==> src/udms_pkg.sv <==
// Types, constants and helpers of the diagonal scoring core.
`timescale 1ns / 1ps

package udms_pkg;

  localparam int ALPHABET_SIZE = 32;
  localparam int MAX_DIAG_LEN  = 65536;

  localparam int SYM_W   = 5;
  localparam int VALUE_W = 8;
  localparam int SCORE_W = 24;
  localparam int POS_W   = 16;
  localparam int SUM_W   = SCORE_W + 2;

  localparam int TABLE_DEPTH = ALPHABET_SIZE * ALPHABET_SIZE;
  localparam int ADDR_W      = $clog2(TABLE_DEPTH);

  localparam int POS_LIMIT = ((MAX_DIAG_LEN > 65536) ? 65536 : MAX_DIAG_LEN) - 1;
  localparam int SCORE_MAX = (1 << SCORE_W) - 1;

  typedef enum logic [1:0] {
    CMD_LOAD_STRUCT = 2'd0,
    CMD_LOAD_RES    = 2'd1,
    CMD_SCORE       = 2'd2
  } udms_cmd_t;

  typedef struct packed {
    logic [1:0]         command;
    logic [SYM_W-1:0]   table_row;
    logic [SYM_W-1:0]   table_col;
    logic signed [VALUE_W-1:0] table_value;
    logic [SYM_W-1:0]   query_struct_sym;
    logic [SYM_W-1:0]   target_struct_sym;
    logic [SYM_W-1:0]   query_res_sym;
    logic [SYM_W-1:0]   target_res_sym;
    logic               last_position;
  } udms_request_t;

  typedef struct packed {
    logic [SCORE_W-1:0] best_score;
    logic [POS_W-1:0]   best_start;
    logic [POS_W-1:0]   best_end;
  } udms_result_t;

  typedef struct packed {
    logic valid;
    logic last;
    logic struct_oob;
    logic res_oob;
  } udms_ctrl_t;

  function automatic logic sym_oob(input logic [SYM_W-1:0] row, input logic [SYM_W-1:0] col);
    return (int'(row) >= ALPHABET_SIZE) || (int'(col) >= ALPHABET_SIZE);
  endfunction

  function automatic logic [ADDR_W-1:0] table_addr(input logic [SYM_W-1:0] row,
                                                   input logic [SYM_W-1:0] col);
    return ADDR_W'(int'(row) * ALPHABET_SIZE + int'(col));
  endfunction

endpackage

==> src/udms_score.sv <==
// Running-score accumulator, best-segment tracker and result register.
`timescale 1ns / 1ps

module udms_score (
  input  logic                                clk,
  input  logic                                rst,
  input  udms_pkg::udms_ctrl_t                ctrl,
  input  logic signed [udms_pkg::VALUE_W-1:0] struct_rdata,
  input  logic signed [udms_pkg::VALUE_W-1:0] res_rdata,
  input  logic                                result_stall,
  output logic                                result_valid,
  output udms_pkg::udms_result_t              result,
  output logic                                advance
);

  logic [udms_pkg::SCORE_W-1:0] running_score;
  logic [udms_pkg::SCORE_W-1:0] top_score;
  logic [udms_pkg::POS_W-1:0]   segment_start_candidate;
  logic [udms_pkg::POS_W-1:0]   top_start;
  logic [udms_pkg::POS_W-1:0]   top_end;
  logic [udms_pkg::POS_W-1:0]   position_count;

  logic signed [udms_pkg::VALUE_W-1:0] struct_val;
  logic signed [udms_pkg::VALUE_W-1:0] res_val;
  logic signed [udms_pkg::SUM_W-1:0]   sum;
  logic [udms_pkg::POS_W-1:0]          pos_inc;

  logic [udms_pkg::SCORE_W-1:0] running_score_next;
  logic [udms_pkg::SCORE_W-1:0] top_score_next;
  logic [udms_pkg::POS_W-1:0]   segment_start_candidate_next;
  logic [udms_pkg::POS_W-1:0]   top_start_next;
  logic [udms_pkg::POS_W-1:0]   top_end_next;

  assign advance = !(result_valid && result_stall);

  always_comb begin
    struct_val = ctrl.struct_oob ? '0 : struct_rdata;
    res_val    = ctrl.res_oob ? '0 : res_rdata;
    sum = $signed({2'b00, running_score}) + udms_pkg::SUM_W'(struct_val)
        + udms_pkg::SUM_W'(res_val);

    if (position_count >= udms_pkg::POS_W'(udms_pkg::POS_LIMIT)) begin
      pos_inc = udms_pkg::POS_W'(udms_pkg::POS_LIMIT);
    end else begin
      pos_inc = position_count + 1'b1;
    end

    segment_start_candidate_next = segment_start_candidate;
    if (sum[udms_pkg::SUM_W-1] || (sum == '0)) begin
      running_score_next           = '0;
      segment_start_candidate_next = pos_inc;
    end else if (sum > udms_pkg::SUM_W'(udms_pkg::SCORE_MAX)) begin
      running_score_next = udms_pkg::SCORE_W'(udms_pkg::SCORE_MAX);
    end else begin
      running_score_next = sum[udms_pkg::SCORE_W-1:0];
    end

    top_score_next = top_score;
    top_start_next = top_start;
    top_end_next   = top_end;
    if (running_score_next > top_score) begin
      top_score_next = running_score_next;
      top_start_next = segment_start_candidate_next;
      top_end_next   = position_count;
    end
  end

  always_ff @(posedge clk) begin
    if (rst) begin
      running_score           <= '0;
      top_score               <= '0;
      segment_start_candidate <= '0;
      top_start               <= '0;
      top_end                 <= '0;
      position_count          <= '0;
    end else if (advance && ctrl.valid) begin
      if (ctrl.last) begin
        running_score           <= '0;
        top_score               <= '0;
        segment_start_candidate <= '0;
        top_start               <= '0;
        top_end                 <= '0;
        position_count          <= '0;
      end else begin
        running_score           <= running_score_next;
        top_score               <= top_score_next;
        segment_start_candidate <= segment_start_candidate_next;
        top_start               <= top_start_next;
        top_end                 <= top_end_next;
        position_count          <= pos_inc;
      end
    end
  end

  always_ff @(posedge clk) begin
    if (rst) begin
      result_valid <= 1'b0;
    end else if (advance) begin
      result_valid <= ctrl.valid && ctrl.last;
    end
  end

  always_ff @(posedge clk) begin
    if (advance) begin
      result.best_score <= top_score_next;
      result.best_start <= top_start_next;
      result.best_end   <= top_end_next;
    end
  end

endmodule

==> config.mk <==
export PLATFORM = sky130hd
export DESIGN_NAME = udms_score
export DESIGN_NICKNAME = d
export VERILOG_FILES = /design/src/udms_pkg.sv /design/src/udms_score.sv
export SDC_FILE = /design/constraint.sdc
export NUM_CORES = 1
export LEC_CHECK = 0
export BUFFER_PORTS_ARGS = -buffer_cell sky130_fd_sc_hd__buf_2
export CORE_MARGIN = 10
export CORE_UTILIZATION = 37
export CTS_CLUSTER_SIZE = 28
export DETAILED_ROUTE_END_ITERATION = 10
export GPL_TIMING_DRIVEN = 0
export PLACE_DENSITY = 0.57
export SLEW_MARGIN = 20
export SYNTH_ARGS = -nofsm -noshare
export SYNTH_HDL_FRONTEND = slang
export SYNTH_SLANG_ARGS = --single-unit
==> constraint.sdc <==
create_clock -name clk -period 9.5 [get_ports clk]
set_clock_uncertainty 0.05 [all_clocks]
set_input_delay 1.425 -clock clk [delete_from_list [all_inputs] [get_ports clk]]
set_output_delay 1.425 -clock clk [all_outputs]
set_load 0.005 [all_outputs]
==> impl_metrics.toml, run 1 <==
[layout]
n_fill_cell = 2609
layout-area-overhead-vs-synth_pct = 14.71
final_cell_area_um2 = 11410
area_of_the_multi_input_gates_um2 = 5517
nNetsFinal = 1257
non_filler_instance_count_after_layout = 1509
sequential_cell_area_um2 = 3944
fraction_of_final_layout_cells_sized_beyond_drive_strength_1 = 0.1799

[placed_design]
detailed_place.area_um2 = 10800
dpl.cell_count = 1477
place_congestion = 0.8637
port-buffer-count = 80
pre_cts_setup_slack_ns = -0.4532
place.detailed.hpwl_um = 20520

[synthesis]
synth_area_um2 = 9943
ys_types = 75
synth_top_area_share = 0.2275
seq_area_frac_synth = 0.3966
synth_enable_flop_cells = 56
synthesis.instances = 1061
ys_top_cells_by_area = "dfxtp_1 23%, edfxtp_1 17%, ha_1 8.3%"
post_synth.cell_area_avg_um2 = 9.372
synth_largest_area_cell = "dfxtp_1"
synth.ff_latch_count = 169
synth_fp_nets = 1158
postSynth.asyncResetShare = 0
synthesis.yosys.warnings = 0
synth_top_flop_cell = "dfxtp_1"

[worst_setup_path]
crit_arrival_ns = 8.95
kind_of_critical_path = "in -> reg"
critical_path_peak_fanout = 18
critical_path.most_common_cell = "ha_1"
cp-startpoint = "ctrl[1]"
start_kind = "primary input"
critical-path-slowest-cell = "a2111oi_2"
critical_path.endpoint_type = "flip-flop"
worst_ep_required_time_ns = 9.64
rr_startpoint = "running_score[1]$_SDFFE_PP0P_"
critical-path-max-stage-delay_ns = 0.60

[sta]
finalHoldViolCount = 0
timing.slew.headroom = 0.4733
final.setup.tns_ns = 0
post-route-period-util = 0.9279
max_freq_mhz = 113.4
setup-violations-final = 0
worstMarginPinSlew_ns = 0.7858
timing_max_transition_violations_final = 0
grt_setup_unrepaired = "no"
final.setup.worst_slack_ns = 0.6849
finalCriticalPeriod_ns = 8.815

[clock_network]
post_cts_buffers = 0
cts_sinks = 169
clockRootBuffer = "clkbuf_16"
cts-htree-levels = 4
clock_path_buffers = 2
cts_tree = "yes"
cts_inserted_buffers = 17
clock_edge_transition_at_the_registers_on_the_reported_setup_and_hold_paths_ns = 0.07
insertion_delay_ns = 0.43
hold_buf_cts = 0

[floorplanning]
floorplan.die.height_um = 183.9
floorplan.die.width_um = 183.9
placementRows = 59
coreArea_um2 = 26280
fp.dieArea_um2 = 33830
floorplan.io_pins = 81
initial_core_util = 0.3784

[status]
outcome = "complete, no violations"

[route]
detail-route-antenna-nets = 0
drt_wl_total_um = 26510
post_drt_wl_per_cell_um = 17.57
first_pass_iters = 5
drt_iter0_drc = 627
post-route-drc-count = 0
post_drt_via_cell_ratio = 5.398
detailroute.via_count = 8145

[pwr]
vdd_ir_drop_max_mv = 0.1190
p_leak_uw = 0.004820
p_per_area_nw_per_um2 = 191.8
post_route_total_power_uw = 2188

[global_routing]
grt_pass1_vias = 7981
grt_antenna_before_repair = 0
grt.met3_usage = 0.02925
global_route.usage.met1 = 0.2256
global_route.usage.total = 0.1560
grt_most_used_layer = "met2"
global_route_wire_length_before_repair_um = 42840
grt_start_max_net_pins = 57
grt.overflow.total = 0
global_route.usage.met2 = 0.2334

[hold_path]
source_of_the_worst_hold_timing_path = "segment_start_candidate[2]$_SDFFE_PP0P_"
holdCritPathClass = "reg -> reg"

[run]
drv_cap = 0
-- cells by family (layout without fill, tap and decap cells) --
kind of cell / count (synthesis) / after routing / share of synthesized area
DFF: 169 / 169 / 0.3966
AOI/OAI and AO/OA: 309 / 309 / 0.2132
muxes: 57 / 57 / 0.06279
other: 0 / 1 / 0
buffers and inverters: 110 / 222 / 0.05184
and+or+nand+nor: 306 / 306 / 0.1447
xor gates and xnor gates: 36 / 36 / 0.03171
adders and majority gates: 74 / 74 / 0.09916
-- cell type report --
cell class,count,share of cell area
antenna,1,0.0002194
buffer,64,0.03017
clock buffer,17,0.03730
clock inverter,15,0.01382
inverter,45,0.01481
multi-input combinational,782,0.4837
sequential,169,0.3458
tap,335,0.03675
timing repair buffer,81,0.03752
-- path summary, 6_finish.rpt --
kind | to | slack, ns | depth (start not counted)
hold / removal | segment_start_candidate[2]$_SDFFE_PP0P_ | 0.40 | 2
setup reg to reg | result[47]$_DFFE_PN_ | 2.02 | 28
hold reg to reg | segment_start_candidate[2]$_SDFFE_PP0P_ | 0.40 | 2
setup / recovery | result[47]$_DFFE_PN_ | 0.68 | 31
-- metrics by stage --
| step | util | hold slack [ns] |
|---|---|---|
| 2_1_floorplan | - | 0.3788 |
| 3_3_place_gp | 0.4095 | 0.3854 |
| 3_5_place_dp | 0.4111 | 0.3918 |
| 4_1_cts | 0.4333 | 0.3995 |
| 5_1_grt | 0.4339 | 0.4250 |
| 6_report | 0.4340 | 0.3995 |
-- sequential cells by signal, summed over array words and instances, names as in the netlist --
name and flops:
running_score 24, top_end 16, segment_start_candidate 16, top_start 16, result_valid 1, position_count 16
top_score 24, result 56
-- timing repair --
item | 4_1_cts | 5_1_grt
hold endpoints to repair | 0 | 0
resized for setup | 1 | 5
pin swaps | 0 | 0
setup endpoints to repair | 8 | 99
-- where the power goes --
group          switching, uW  internal [uW]  total [uW]
logic                    408            264         672
clock network            336            351         687
registers               20.4            809         829
total                    764           1420        2190
-- per-layer routing --
layer,share of wire,vias up
met4,0.012,0
li1,-,4078
met5,0,-
met2,0.43,209
met1,0.51,3839
met3,0.053,19
-- worst max-delay path, delay by kind of cell --
kind,cells,cell delay [ns]
AO/OA/AOI/OAI,8,2.27
AND/OR/NAND/NOR,10,2.12
buffers and inverters,8,1.77
adder cells (fa/ha/maj),3,0.79
multiplexers,1,0.38
XOR/XNOR,1,0.20
-- cell usage after synthesis, drive strengths merged (6+ instances only) --
master	instances
o21ai	71
ha	66
nor2	82
nand2b	6
a21o	24
and2	6
o2bb2ai	14
o211ai	9
nand2	102
clkbuf	32
a22oi	11
nor2b	18
dfxtp	113
nand3	20
buf	33
mux2i	14
xnor2	27
nand4	11
a21oi	79
mux2	43
a211oi	6
a22o	49
fa	8
nor3	20
inv	44
edfxtp	56
xor2	9
nor4	9
and3	9
-- cells in the final DEF, fill, tap and decap left out, types with 14 or more instances in the layout --
cell / instances
mux2i_1: 14
nor3_1: 18
nand3_1: 20
buf_2: 96
a22o_1: 49
clkbuf_16: 17
clkbuf_1: 31
o21ai_0: 40
nor2_1: 82
mux2_2: 43
nor2b_1: 18
ha_1: 66
a21oi_1: 78
o2bb2ai_1: 14
o21ai_1: 30
a21o_1: 24
dfxtp_1: 113
nand2_1: 101
inv_1: 42
edfxtp_1: 56
xnor2_1: 26
Note: power is estimated with default switching activity, not from simulation.
==> run 2: changes to the inputs <==
--- a/config.mk
+++ b/config.mk
@@ -6,6 +6,7 @@
 export NUM_CORES = 1
 export LEC_CHECK = 0
 export BUFFER_PORTS_ARGS = -buffer_cell sky130_fd_sc_hd__buf_2
+export CAP_MARGIN = 10
 export CORE_MARGIN = 10
 export CORE_UTILIZATION = 37
 export CTS_CLUSTER_SIZE = 28
==> constraint.sdc (replaced) <==
create_clock -name clk -period 8.7 [get_ports clk]
set_clock_uncertainty 0.05 [all_clocks]
set_input_delay 1.305 -clock clk [delete_from_list [all_inputs] [get_ports clk]]
set_output_delay 1.305 -clock clk [all_outputs]
set_load 0.005 [all_outputs]
==> impl_metrics.toml, run 2 (synthesized netlist as in run 1, its figures left out) <==
[pwr]
p_leak_uw = 0.004879
vdd_ir_drop_max_mv = 0.1368
p_per_area_nw_per_um2 = 208.7
post_route_total_power_uw = 2413

[route]
detail-route-antenna-nets = 0
post-route-drc-count = 0
drt_wl_total_um = 26710
drt_iter0_drc = 647
post_drt_via_cell_ratio = 5.375
post_drt_wl_per_cell_um = 17.60
detailroute.via_count = 8160
first_pass_iters = 5

[worst_setup_path]
critical_path_peak_fanout = 10
critical-path-slowest-cell = "or4_1"
cpLargestDelayFamily = "simple AND/OR/NAND/NOR gates"
critical_path.most_common_cell = "buf_4"
critical-path-max-stage-delay_ns = 0.55
critical_path.n_buffers_inverters = 9
crit_arrival_ns = 8.51
critical_path.endpoint_type = "flip-flop"
kind_of_critical_path = "in -> reg"
start_kind = "primary input"
worst_ep_required_time_ns = 8.82

[sta]
post-route-period-util = 0.9636
grt_setup_unrepaired = "no"
finalHoldViolCount = 0
setup-violations-final = 0
timing_max_transition_violations_final = 0
final.setup.tns_ns = 0
worstMarginPinSlew_ns = 0.7768
max_freq_mhz = 119.3
timing.slew.headroom = 0.4793
finalCriticalPeriod_ns = 8.383

[clock_network]
cts_sinks = 169
insertion_delay_ns = 0.43
cts_inserted_buffers = 17
cts_tree = "yes"
clock_path_buffers = 2
hold_buf_cts = 0
clock_edge_transition_at_the_registers_on_the_reported_setup_and_hold_paths_ns = 0.07
clockRootBuffer = "clkbuf_16"
cts-htree-levels = 4

[global_routing]
grt.overflow.total = 0
global_route.usage.total = 0.1562
grt_start_max_net_pins = 57
global_route_wire_length_before_repair_um = 42950
grt_antenna_before_repair = 0
grt_pass1_vias = 8011

[layout]
layout.cells.most_common_list = "113 x dfxtp_1, 101 x nand2_1, 95 x buf_2"
largest_reg_flops = 56
n_fill_cell = 2591
final_cell_area_um2 = 11560
fraction_of_final_layout_cells_sized_beyond_drive_strength_1 = 0.1971
layout-area-overhead-vs-synth_pct = 16.26
layout.cells.most_common = "dfxtp_1"
largest_register = "result"
biggestRegsByFlops = "result: 56 flops, running_score: 24 flops, top_score: 24 flops"
nNetsFinal = 1266

[hold_path]
holdCritPathClass = "reg -> reg"

[placed_design]
detailed_place.area_um2 = 10800
place_congestion = 0.8637
port-buffer-count = 80
place.detailed.hpwl_um = 20520

[status]
outcome = "complete, no violations"

[floorplanning]
fp.dieArea_um2 = 33830
floorplan.io_pins = 81
placementRows = 59
floorplan.die.height_um = 183.9
initial_core_util = 0.3784
coreArea_um2 = 26280
floorplan.die.width_um = 183.9

[run]
drv_cap = 0
[run 2: cell type report]
class                           count  area [um2]  share of cell area
Antenna cell                        1       2.502           0.0002165
Buffer                             65       357.8             0.03096
Clock buffer                       17       425.4             0.03680
Clock inverter                     15       157.7             0.01364
Inverter                           45       172.7             0.01494
Multi-Input combinational cell    782        5580              0.4827
Sequential cell                   169        3944              0.3412
Tap cell                          335       419.2             0.03626
Timing Repair Buffer               89       500.5             0.04329
[run 2: final timing paths]
kind / from / end / slack [ns] / cells after the start
worst max-delay path: ctrl[1] / result[33]$_DFFE_PN_ / 0.32 / 32
worst min-delay path: segment_start_candidate[2]$_SDFFE_PP0P_ / segment_start_candidate[2]$_SDFFE_PP0P_ / 0.40 / 2
worst max register to register: running_score[1]$_SDFFE_PP0P_ / result[33]$_DFFE_PN_ / 1.32 / 28
worst min register to register: segment_start_candidate[2]$_SDFFE_PP0P_ / segment_start_candidate[2]$_SDFFE_PP0P_ / 0.40 / 2
[run 2: timing repair]
action                                  in CTS  in global routing
pin swaps                                    1                  3
buffers inserted                             1                  7
gates resized for setup                      7                 20
endpoints found under the setup margin     111                110
[run 2: worst reg2reg max path, delay by kind of cell, from the launching register on]
kind                       cells  cell delay (ns)
DFF                            1             0.34
and+or+nand+nor               10             2.44
adders and majority gates      4             1.37
muxes                          1             0.38
AOI/OAI and AO/OA              6             1.56
buffers and inverters          7             0.96
[run 2: report_power, final]
part           internal, uW  switching, uW
combinational           302            453
sequential              883           22.5
clock                   384            368
total                  1570            844
[run 2: metrics by stage]
| step | setup WS, ns | hold slack, ns | utilization | instances |
|---|---|---|---|---|
| after floorplan | 0.7554 | 0.3788 | - | 1061 |
| final | 0.3169 | 0.3998 | 0.4399 | 1518 |
| after global routing | 0.009310 | 0.4250 | 0.4398 | 1517 |
| after global placement | -1.186 | 0.3854 | 0.4095 | 1476 |
| after CTS | 0.05324 | 0.3995 | 0.4345 | 1510 |
| after detailed placement | -1.133 | 0.3918 | 0.4111 | 1477 |
[run 2: layer usage]
| metal | track usage | share of wire | vias up |
|---|---|---|---|
| met3 | 0.02925 | 0.049 | 25 |
| met4 | 0.03540 | 0.012 | 0 |
| met2 | 0.2343 | 0.43 | 193 |
| li1 | - | - | 4094 |
| met5 | 0 | 0 | - |
| met1 | 0.2256 | 0.51 | 3848 |
==> run 3: changes to the inputs <==
--- a/config.mk
+++ b/config.mk
@@ -7,12 +7,14 @@
 export LEC_CHECK = 0
 export BUFFER_PORTS_ARGS = -buffer_cell sky130_fd_sc_hd__buf_2
 export CAP_MARGIN = 10
+export CELL_PAD_IN_SITES_DETAIL_PLACEMENT = 1
+export CELL_PAD_IN_SITES_GLOBAL_PLACEMENT = 1
 export CORE_MARGIN = 10
 export CORE_UTILIZATION = 37
 export CTS_CLUSTER_SIZE = 28
 export DETAILED_ROUTE_END_ITERATION = 10
 export GPL_TIMING_DRIVEN = 0
-export PLACE_DENSITY = 0.57
+export PLACE_DENSITY = 0.69
 export SLEW_MARGIN = 20
 export SYNTH_ARGS = -nofsm -noshare
 export SYNTH_HDL_FRONTEND = slang
==> impl_metrics.toml, run 3 (synthesized netlist as in run 1, its figures left out) <==
[layout]
antenna_diode_count = 0
finish.utilization = 0.4379
nNetsFinal = 1259
layout-area-overhead-vs-synth_pct = 15.73
biggestRegsByFlops = "result: 56 flops, running_score: 24 flops, top_score: 24 flops"
largest_register = "result"
n_fill_cell = 3044
fraction_of_final_layout_cells_sized_beyond_drive_strength_1 = 0.1838
area_of_the_multi_input_gates_um2 = 5555
final_cell_area_um2 = 11510
non_filler_instance_count_after_layout = 1510
layout.cells.most_common_list = "113 x dfxtp_1, 101 x nand2_1, 96 x buf_2"
largest_reg_flops = 56
layout.cells.most_common = "dfxtp_1"
sequential_cell_area_um2 = 3944

[clock_network]
cts_sinks = 169
clock_path_buffers = 2
clockRootBuffer = "clkbuf_16"
clock_edge_transition_at_the_registers_on_the_reported_setup_and_hold_paths_ns = 0.08
insertion_delay_ns = 0.44
cts_tree = "yes"
cts-htree-levels = 4
cts_inserted_buffers = 17

[pwr]
p_leak_uw = 0.004850
vdd_ir_drop_max_mv = 0.1502
p_per_area_nw_per_um2 = 214.2

[floorplanning]
coreArea_um2 = 26280
floorplan.die.height_um = 183.9
placementRows = 59
fp.dieArea_um2 = 33830
floorplan.io_pins = 81
floorplan.die.width_um = 183.9
initial_core_util = 0.3784

[hold_path]
holdCritPathClass = "reg -> reg"
source_of_the_worst_hold_timing_path = "segment_start_candidate[15]$_SDFFE_PP0P_"
hold_path_end = "segment_start_candidate[15]$_SDFFE_PP0P_"
min_path_cells = 2

[route]
post-route-drc-count = 0
post_drt_wl_per_cell_um = 19.40
detail-route-antenna-nets = 0
first_pass_iters = 4
post_drt_via_cell_ratio = 5.540
detailroute.via_count = 8365
drt_wl_total_um = 29290
drt_iter0_drc = 519

[worst_setup_path]
critical-path-max-stage-delay_ns = 0.58
kind_of_critical_path = "in -> reg"
r2r_end = "result[47]$_DFFE_PN_"
critical_path.endpoint_type = "flip-flop"
worst_ep_required_time_ns = 8.83
critical-path-slowest-cell = "or4_1"
critical_path_peak_fanout = 17
start_kind = "primary input"
worst-r2r-cell-count = 28
crit_arrival_ns = 8.44
rr_startpoint = "running_score[1]$_SDFFE_PP0P_"
reg2reg_slack_ns = 1.19

[sta]
timing.slew.headroom = 0.4889
setup-violations-final = 0
finalHoldViolCount = 0
worstMarginPinSlew_ns = 0.7625
final.setup.tns_ns = 0
post-route-period-util = 0.9558
final.setup.worst_slack_ns = 0.3848
finalCriticalPeriod_ns = 8.315
max_freq_mhz = 120.3
timing_max_transition_violations_final = 0

[global_routing]
grt_antenna_before_repair = 1
global_route.usage.total = 0.1740
grt_start_max_net_pins = 47
grt_pass1_vias = 8481
grt.overflow.total = 0
global_route_wire_length_before_repair_um = 47310

[run]
drv_cap = 0

[placed_design]
detailed_place.area_um2 = 10800
place_congestion = 0.8301
place.detailed.hpwl_um = 22580
pre_cts_setup_slack_ns = -0.8179
port-buffer-count = 80
dpl.cell_count = 1477

[status]
outcome = "complete, no violations"
run 3: final cells by class:
type                    count  share of cell area
multi-input cells         782              0.4828
flip-flops and latches    169              0.3427
repair buffers             83             0.03784
clock buffers              17             0.03697
well taps                 335             0.03642
plain buffers              64             0.02990
clock inverters            15             0.01848
inverters                  45             0.01490
run 3: per-stage QoR:
step                total power, uW  hold WS [ns]
floorplan                      1422        0.3788
global placement               1654        0.3852
detailed placement             1673        0.3921
CTS                            2473        0.4029
global route                   2604        0.4163
finish                         2465        0.4036
run 3: worst max-delay path by stage:
stage                          from                   end  slack, ns
floorplan           struct_rdata[7]  result[47]$_DFFE_PN_       0.76
global placement            ctrl[1]  result[47]$_DFFE_PN_      -1.13
detailed placement          ctrl[1]  result[47]$_DFFE_PN_      -0.82
CTS                         ctrl[1]  result[47]$_DFFE_PN_       0.07
global route                ctrl[1]  result[47]$_DFFE_PN_      -0.01
finish                      ctrl[0]  result[47]$_DFFE_PN_       0.38
run 3: power by group:
| group | total, uW | switching (uW) | internal [uW] |
|---|---|---|---|
| Sequential | 906 | 23.1 | 883 |
| Combinational | 763 | 468 | 294 |
| Clock | 797 | 397 | 400 |
run 3: worst max-delay path: cells and delay by family:
family          cells  cell delay [ns]
compound gates      8             1.93
fa+ha+maj           3             0.95
buf+inv             7             1.60
mux                 1             0.39
simple gates        9             2.23
run 3: per-layer routing:
metal / GRT usage / up-vias / wire length (um)
met5: 0 / - / 12
met4: 0.03868 / 2 / 293
met3: 0.02787 / 25 / 958
met2: 0.2754 / 125 / 13250
met1: 0.2428 / 4120 / 14780
li1: - / 4093 / -
run 3: what timing repair did:
action | 4_1_cts | 5_1_grt
gates resized for setup | 1 | 11
pin swaps | 0 | 1
setup endpoints to repair | 110 | 110
buffers inserted | 0 | 2
hold buffers | 0 | 0
